===== src/rtl/core/cbd_pkg.sv =====
// ----------------------------------------------------------------------------
// cbd_pkg: shared types and constants for the capability bounds decoder
// Field widths, stream widths and the decoded bound pair.
// ----------------------------------------------------------------------------
package cbd_pkg;

  localparam int RAW_W    = 27;
  localparam int ADDR_W   = 64;
  localparam int MANT_W   = 14;
  localparam int EXP_W    = 6;
  localparam int S_DATA_W = 96;   // 27 + 64 = 91, padded to whole bytes
  localparam int M_DATA_W = 128;

  typedef struct packed {
    logic [ADDR_W-1:0] top_addr;
    logic [ADDR_W-1:0] base_addr;
  } bounds_t;

endpackage


===== src/rtl/core/capability_bounds_decode_top.sv =====
// Path from input accept to result valid: input register, then result register.
// Throughput: one item per cycle unless stalled; decode is a single shift/compare pass.
// The result register is stalled by m_axis_tready; the input side keeps accepting
// while the input register is empty or advancing.
// Reset (rst, synchronous, active high) clears both valid flags; data registers hold.
// ----------------------------------------------------------------------------
// capability_bounds_decode_top: compressed capability bounds decoder
// Unpacks a 27-bit bound word against a 64-bit cursor into base and top.
// ----------------------------------------------------------------------------
module capability_bounds_decode_top (
  input  logic                         clk,
  input  logic                         rst,
  input  logic                         s_axis_tvalid,
  output logic                         s_axis_tready,
  // [26:0] bound_word, [90:27] cursor_addr, [95:91] zero
  input  logic [cbd_pkg::S_DATA_W-1:0] s_axis_tdata,
  output logic                         m_axis_tvalid,
  input  logic                         m_axis_tready,
  // [63:0] base_addr, [127:64] top_addr
  output logic [cbd_pkg::M_DATA_W-1:0] m_axis_tdata
);

  // input register
  logic                        in_valid;
  logic [cbd_pkg::RAW_W-1:0]   bound_word;
  logic [cbd_pkg::ADDR_W-1:0]  cursor_addr;

  // result register
  logic                        out_valid;
  cbd_pkg::bounds_t            result;
  cbd_pkg::bounds_t            result_next;

  logic advance;

  assign advance       = !out_valid || m_axis_tready;
  assign s_axis_tready = !in_valid || advance;

  always_ff @(posedge clk) begin
    if (rst) begin
      in_valid <= 1'b0;
    end else if (s_axis_tready) begin
      in_valid <= s_axis_tvalid;
    end
  end

  always_ff @(posedge clk) begin
    if (s_axis_tready && s_axis_tvalid) begin
      bound_word  <= s_axis_tdata[cbd_pkg::RAW_W-1:0];
      cursor_addr <= s_axis_tdata[cbd_pkg::RAW_W+cbd_pkg::ADDR_W-1:cbd_pkg::RAW_W];
    end
  end

  // decode
  logic [2:0]                  f_be;
  logic [10:0]                 f_b;
  logic [2:0]                  f_te;
  logic [8:0]                  f_t;
  logic                        f_ie;
  logic [cbd_pkg::MANT_W-1:0]  bm;
  logic [cbd_pkg::MANT_W-1:0]  tm;
  logic [11:0]                 tlow;
  logic [cbd_pkg::EXP_W-1:0]   e;
  logic                        carry;
  logic [1:0]                  thi;
  logic [6:0]                  sh14;
  logic [6:0]                  sh11;
  logic [cbd_pkg::ADDR_W-1:0]  keep;
  logic [cbd_pkg::ADDR_W-1:0]  step;
  logic [cbd_pkg::ADDR_W-1:0]  top_raw;
  logic [cbd_pkg::ADDR_W-1:0]  base_raw;
  logic [cbd_pkg::ADDR_W-1:0]  addr_sh;
  logic [2:0]                  a3;
  logic [2:0]                  r3;
  logic                        cursor_low;
  logic                        top_low;
  logic                        base_low;

  always_comb begin
    f_be = bound_word[2:0];
    f_b  = bound_word[13:3];
    f_te = bound_word[16:14];
    f_t  = bound_word[25:17];
    f_ie = bound_word[26];

    if (f_ie) begin
      bm   = {f_b, 3'b000};
      tlow = {f_t, 3'b000};
      e    = {f_te, f_be};
    end else begin
      bm   = {f_b, f_be};
      tlow = {f_t, f_te};
      e    = '0;
    end

    // rebuild the top mantissa high bits, mod 4
    carry = (tlow < bm[11:0]);
    thi   = bm[13:12] + {1'b0, carry} + {1'b0, f_ie};
    tm    = {thi, tlow};

    sh14 = {1'b0, e} + 7'd14;
    sh11 = {1'b0, e} + 7'd11;

    // shifts of 64 or more give zero
    keep    = sh14[6] ? '0 : ({cbd_pkg::ADDR_W{1'b1}} << sh14[5:0]);
    step    = sh14[6] ? '0 : ({{(cbd_pkg::ADDR_W-1){1'b0}}, 1'b1} << sh14[5:0]);
    addr_sh = sh11[6] ? '0 : (cursor_addr >> sh11[5:0]);
    a3      = addr_sh[2:0];

    top_raw  = (cursor_addr & keep)
             | ({{(cbd_pkg::ADDR_W-cbd_pkg::MANT_W){1'b0}}, tm} << e);
    base_raw = (cursor_addr & keep)
             | ({{(cbd_pkg::ADDR_W-cbd_pkg::MANT_W){1'b0}}, bm} << e);

    r3         = bm[13:11] - 3'd1;
    cursor_low = (a3 < r3);
    top_low    = (tm[13:11] < r3);
    base_low   = (bm[13:11] < r3);

    // move each bound into the cursor's region
    if (!cursor_low && top_low) begin
      result_next.top_addr = top_raw + step;
    end else if (cursor_low && !top_low) begin
      result_next.top_addr = top_raw - step;
    end else begin
      result_next.top_addr = top_raw;
    end

    if (!cursor_low && base_low) begin
      result_next.base_addr = base_raw + step;
    end else if (cursor_low && !base_low) begin
      result_next.base_addr = base_raw - step;
    end else begin
      result_next.base_addr = base_raw;
    end
  end

  always_ff @(posedge clk) begin
    if (rst) begin
      out_valid <= 1'b0;
    end else if (advance) begin
      out_valid <= in_valid;
    end
  end

  always_ff @(posedge clk) begin
    if (advance && in_valid) begin
      result <= result_next;
    end
  end

  assign m_axis_tvalid = out_valid;
  assign m_axis_tdata  = result;

endmodule


===== config.mk =====
export PLATFORM = sky130hd
export DESIGN_NAME = capability_bounds_decode_top
export DESIGN_NICKNAME = d
export VERILOG_FILES = /design/src/rtl/core/cbd_pkg.sv /design/src/rtl/core/capability_bounds_decode_top.sv
export SDC_FILE = /design/constraint.sdc
export NUM_CORES = 1
export LEC_CHECK = 0
export ABC_AREA = 1
export BUFFER_PORTS_ARGS = -buffer_cell sky130_fd_sc_hd__buf_2
export CAP_MARGIN = 20
export CORE_MARGIN = 4
export CORE_UTILIZATION = 40
export DETAILED_ROUTE_END_ITERATION = 12
export PLACE_DENSITY = 0.62
export SKIP_LAST_GASP = 1
export SYNTH_ARGS = -nofsm -noshare
export SYNTH_HDL_FRONTEND = slang
export SYNTH_SLANG_ARGS = --single-unit

===== constraint.sdc =====
create_clock -name clk -period 10.65 [get_ports clk]
set_clock_uncertainty 0.15 [all_clocks]
set_input_delay 1.065 -clock clk [delete_from_list [all_inputs] [get_ports clk]]
set_output_delay 1.065 -clock clk [all_outputs]
set_load 0.02 [all_outputs]

Word level (Yosys, flattened, before mapping)
Cells that the tools add are included.

Reduce and logical (&&, ||, !) cells: 13. Multiplexer cells: 10. Divide/modulo/power cells: 0. Order comparisons: 4. Add/subtract/negate cells: 9. Multiply operators: 0. Shift-type cells: 5. Bitwise gates (word level): 3. Equality and inequality tests: 0.

Operators with widths (count): $mux W64 (6); $add A64 B64 Y64 (2); $or A64 B64 Y64 (2); $shl A14 B6 Y64 (2); $sub A64 B64 Y64 (2); $and A64 B64 Y64 (1); $shl A1 B6 Y64 const A (1); $shl A64 B6 Y64 const A (1); $shr A64 B6 Y3 (1); $add A6 B4 Y7 const B (2); $lt A12 B12 Y1 (1); $lt A3 B3 Y1 (3); $mux W3 (3); $logic_and A1 B1 Y1 (6); $mux W6 (1); $logic_not A1 Y1 (5); $add A2 B1 Y2 (2); $sub A3 B1 Y3 const B (1); $logic_or A1 B1 Y1 (2).

Latch bits: 0. Bits in writable memories: 0. Memory bits (read-only): 0. Memories kept: 0. Input bits: 100. Register bits after elaboration: 221. Logic and storage cells: 50.

Depth between registers and ports, before layout
Depth in word-level cells: 9. Gate-level depth with buffers: 45. Gate-level depth less buffers: 44.

Worst setup path before layout
OpenSTA, ideal clock, no wires.

Path type: input to register. Start point: input m_axis_tready. End point: register result (netlist bit m_axis_tdata[0]), enable pin. Required time: 9.842 ns. Slack: 2.578 ns. Stages on the path: 2. Library setup time: 0.658 ns. Arrival time: 7.264 ns. Cell sequence: inv_1 > a21oi_1.

Cells in the longest elaborated chain, start to end: 2.

RTL lines: start: declaration (RTL line capability_bounds_decode_top.sv:18) `input logic m_axis_tready,`; $logic_or A1 B1 Y1 (RTL line capability_bounds_decode_top.sv:35) `assign advance = !out_valid || m_axis_tready;`; $logic_and A1 B1 Y1 (RTL line capability_bounds_decode_top.sv:146) `if (advance && in_valid) begin`; end signal: assignment (RTL line capability_bounds_decode_top.sv:147) `result <= result_next;`; end: declaration (RTL line capability_bounds_decode_top.sv:30) `cbd_pkg::bounds_t result;`.

No other way between the ends. A chain may end at the register's enable or synchronous reset.

==> run summary <==
Status: complete, no violations
Cts hold-fix bufs: 0
Number of global-route vias before repair: 35,910
Mapped cell area: 33,070 µm²
Final setup violation count: 0
First-pass GRT wire length: 243.3 mm
Initial antenna violation count: 1
Sum Neg Setup Slack: 0 ns
Total Routing Usage GR: 0.3846
FF-to-FF path depth: 33
R2R Path End: m_axis_tdata[121]
Initial Utilization: 0.4033
Post_cts resized: 0
Clock sink total: 221
Ys flop type: edfxtp_1
DIE WIDTH: 295.5 µm
Crit Path Max Fanout: 15
R2r setup slk: 2.15 ns
PD cells: 141.0 nW/µm²
Slew Limit Fails: 0
Hold Path Class: reg -> reg
Ant diodes: 0
Crit share post-route: 0.7977
Max Cap Violations: 0
Post-CTS setup buffer count: 0
Worst r2r src: bound_word[26]
Num rows: 105
Post-Syn Instances: 5,434
Most frequent cells in the layout: nand2_1, inv_1, nor2_1
H-tree depth: 1
CP max stage delay: 0.88 ns
CP Capture Type: flip-flop
Drt initial violations: 3,946
Final Core Density: 0.4380
Post-synthesis sequential area ratio: 0.2001
Worst slack, placed: 2.418 ns
CTS max path bufs: 3
Largest net degree at the start of global routing: 111
Leakage power total: 17.56 nW
Synth Register Bits: 221
Final Hold Viols: 0
Setup ws final: 2.155 ns
Top cell by count, worst path: nand2_1
Post-synth cell types: 59
Async set-reset flop share out of synthesis: 0
Port buffer count: 224
Routed via count: 37,890
GRT overflow: 0
Die Area: 87,330 µm²
DP HPWL: 148.0 mm
Avg WL per Cell: 26.23 µm
Fmax achieved: 117.7 MHz
Worst path arrival time: 8.70 ns
Clock root buffer: clkbuf_16
DR vias/cell: 5.717
Nets: 5,928
Worst setup SP type: flip-flop
Routability cong.: 1.119
Ports: 230
Core Area: 81,980 µm²
Avg Cell Area, Syn: 6.085 µm²
Die extent in y: 295.5 µm
Critical Path RT: 10.85 ns
Setup CP Type: reg -> reg
Post-route DRC: 0
Share of cells above drive strength 1: 0.08096
Antenna Nets Post-Route: 0
Clock-pin slew of the registers on the worst-case setup and hold paths: 0.06 ns
Crit. Startpoint: bound_word[26]
Max-slew headroom: 0.05447
Largest vdd supply drop: 0.1415 mV
Post-route minimum period: 8.495 ns
P&R area growth vs syn: 8.586%
Post-synth EDFFs: 219
RSZ-0062 raised after global routing: false
Yosys warning count: 0
Slowest stage cell on the critical path: edfxtp_1
1st-pass router iterations: 8
Slew @ Worst Pin: 1.418 ns
TritonCTS clock tree: done
Clk_lat worst skew: 0.61 ns
Syn_nets: 5,821
Commonest non-fill, non-tap cell in the layout: nand2_1
Critical Path End: m_axis_tdata[121]
CTS Buf Count: 26
Detailed Route WL: 173.8 mm
==> worst max-delay path, delay by kind of cell, from the launching register on <==
| family | cells | cell delay, ns |
|---|---|---|
| AOI/OAI and AO/OA | 15 | 3.26 |
| adders and majority gates | 3 | 1.28 |
| buffers and inverters | 2 | 0.38 |
| DFF | 1 | 0.88 |
| muxes | 1 | 0.23 |
| and+or+nand+nor | 12 | 2.03 |
==> logic make-up (layout without fill, tap and decap cells) <==
logic type	after synthesis	in the layout	share of synthesized area
AO/OA/AOI/OAI	1255	1255	0.2122
AND/OR/NAND/NOR	2393	2393	0.3039
multiplexers	1	1	0.0003027
flip-flops	221	221	0.2001
buffers and inverters	1118	1242	0.1317
XOR/XNOR	159	159	0.04212
adder cells (fa/ha/maj)	287	287	0.1097
==> how the worst min path moves through the flow <==
stage,startpoint,to,slack (ns),depth (start not counted)
global route,in_valid,m_axis_tvalid,0.43,2
detailed placement,m_axis_tvalid,m_axis_tvalid,0.37,2
CTS,m_axis_tvalid,m_axis_tvalid,0.38,2
finish,m_axis_tvalid,m_axis_tvalid,0.37,2
floorplan,in_valid,m_axis_tvalid,0.29,2
global placement,m_axis_tvalid,m_axis_tvalid,0.37,2
==> synthesized netlist by cell type, types with 9 or more instances <==
cell type	n	area [µm²]
nand2_1	1162	4362
inv_1	885	3322
nor2_1	651	2444
a21oi_1	500	2502
o21ai_0	443	2217
nand3_1	354	1772
ha_1	282	3528
edfxtp_1	219	6576
xor2_1	152	1331
clkbuf_1	124	465.5
o211ai_1	90	675.7
a31oi_1	65	406.6
nand4_1	47	294.0
nor3_1	46	230.2
buf_2	42	210.2
nor2_2	38	237.7
inv_2	27	101.4
nand2_2	24	150.1
o21a_1	23	172.7
buf_1	18	67.56
o221ai_1	16	140.1
a21boi_0	15	112.6
buf_4	14	105.1
a21o_1	13	97.59
o21bai_1	13	97.59
o22ai_1	13	81.33
and3_1	12	75.07
nor4_1	11	68.82
o31ai_1	11	82.58
or2_2	11	68.82
o21ai_1	10	50.05
nand3_2	9	90.09
nor2_4	9	101.4
==> state kept, by name, summed over array words and instances (netlist names) <==
name,cells
bound_word,27
m_axis_tvalid,1
m_axis_tdata,128
cursor_addr,64
in_valid,1
==> stage by stage <==
| step | power [mW] | instances | hold WS [ns] | area [µm²] |
|---|---|---|---|---|
| after global routing | 5.346 | 6628 | 0.4299 | 35900 |
| after detailed placement | 4.110 | 6582 | 0.3706 | 35080 |
| final | 5.061 | 6628 | 0.3734 | 35900 |
| after global placement | 4.109 | 6581 | 0.3665 | 35070 |
| after CTS | 5.011 | 6627 | 0.3789 | 35890 |
| after floorplan | 3.067 | 5434 | 0.2948 | 33070 |
==> where the power goes <==
group	leakage, nW	internal (mW)	switching [mW]	total [mW]
logic	15.0	0.791	2.20	2.99
registers	2.12	1.14	0.0470	1.19
clock network	0.399	0.504	0.380	0.884
==> layout make-up <==
| type | count | area (µm²) |
|---|---|---|
| clock inverter | 15 | 127.6 |
| timing repair buffer | 284 | 1588 |
| clock buffer | 30 | 686.9 |
| sequential | 221 | 6616 |
| inverter | 913 | 3428 |
| tap | 1070 | 1339 |
| multi-input combinational | 4095 | 22120 |
| fill | 9070 | 46070 |
==> layer usage <==
layer / routed length, µm / track usage
met5: 13 / 0
met4: 14200 / 0.2557
met3: 12800 / 0.05243
met2: 78030 / 0.6318
met1: 68800 / 0.4719
Note: power is estimated with default switching activity, not from simulation.
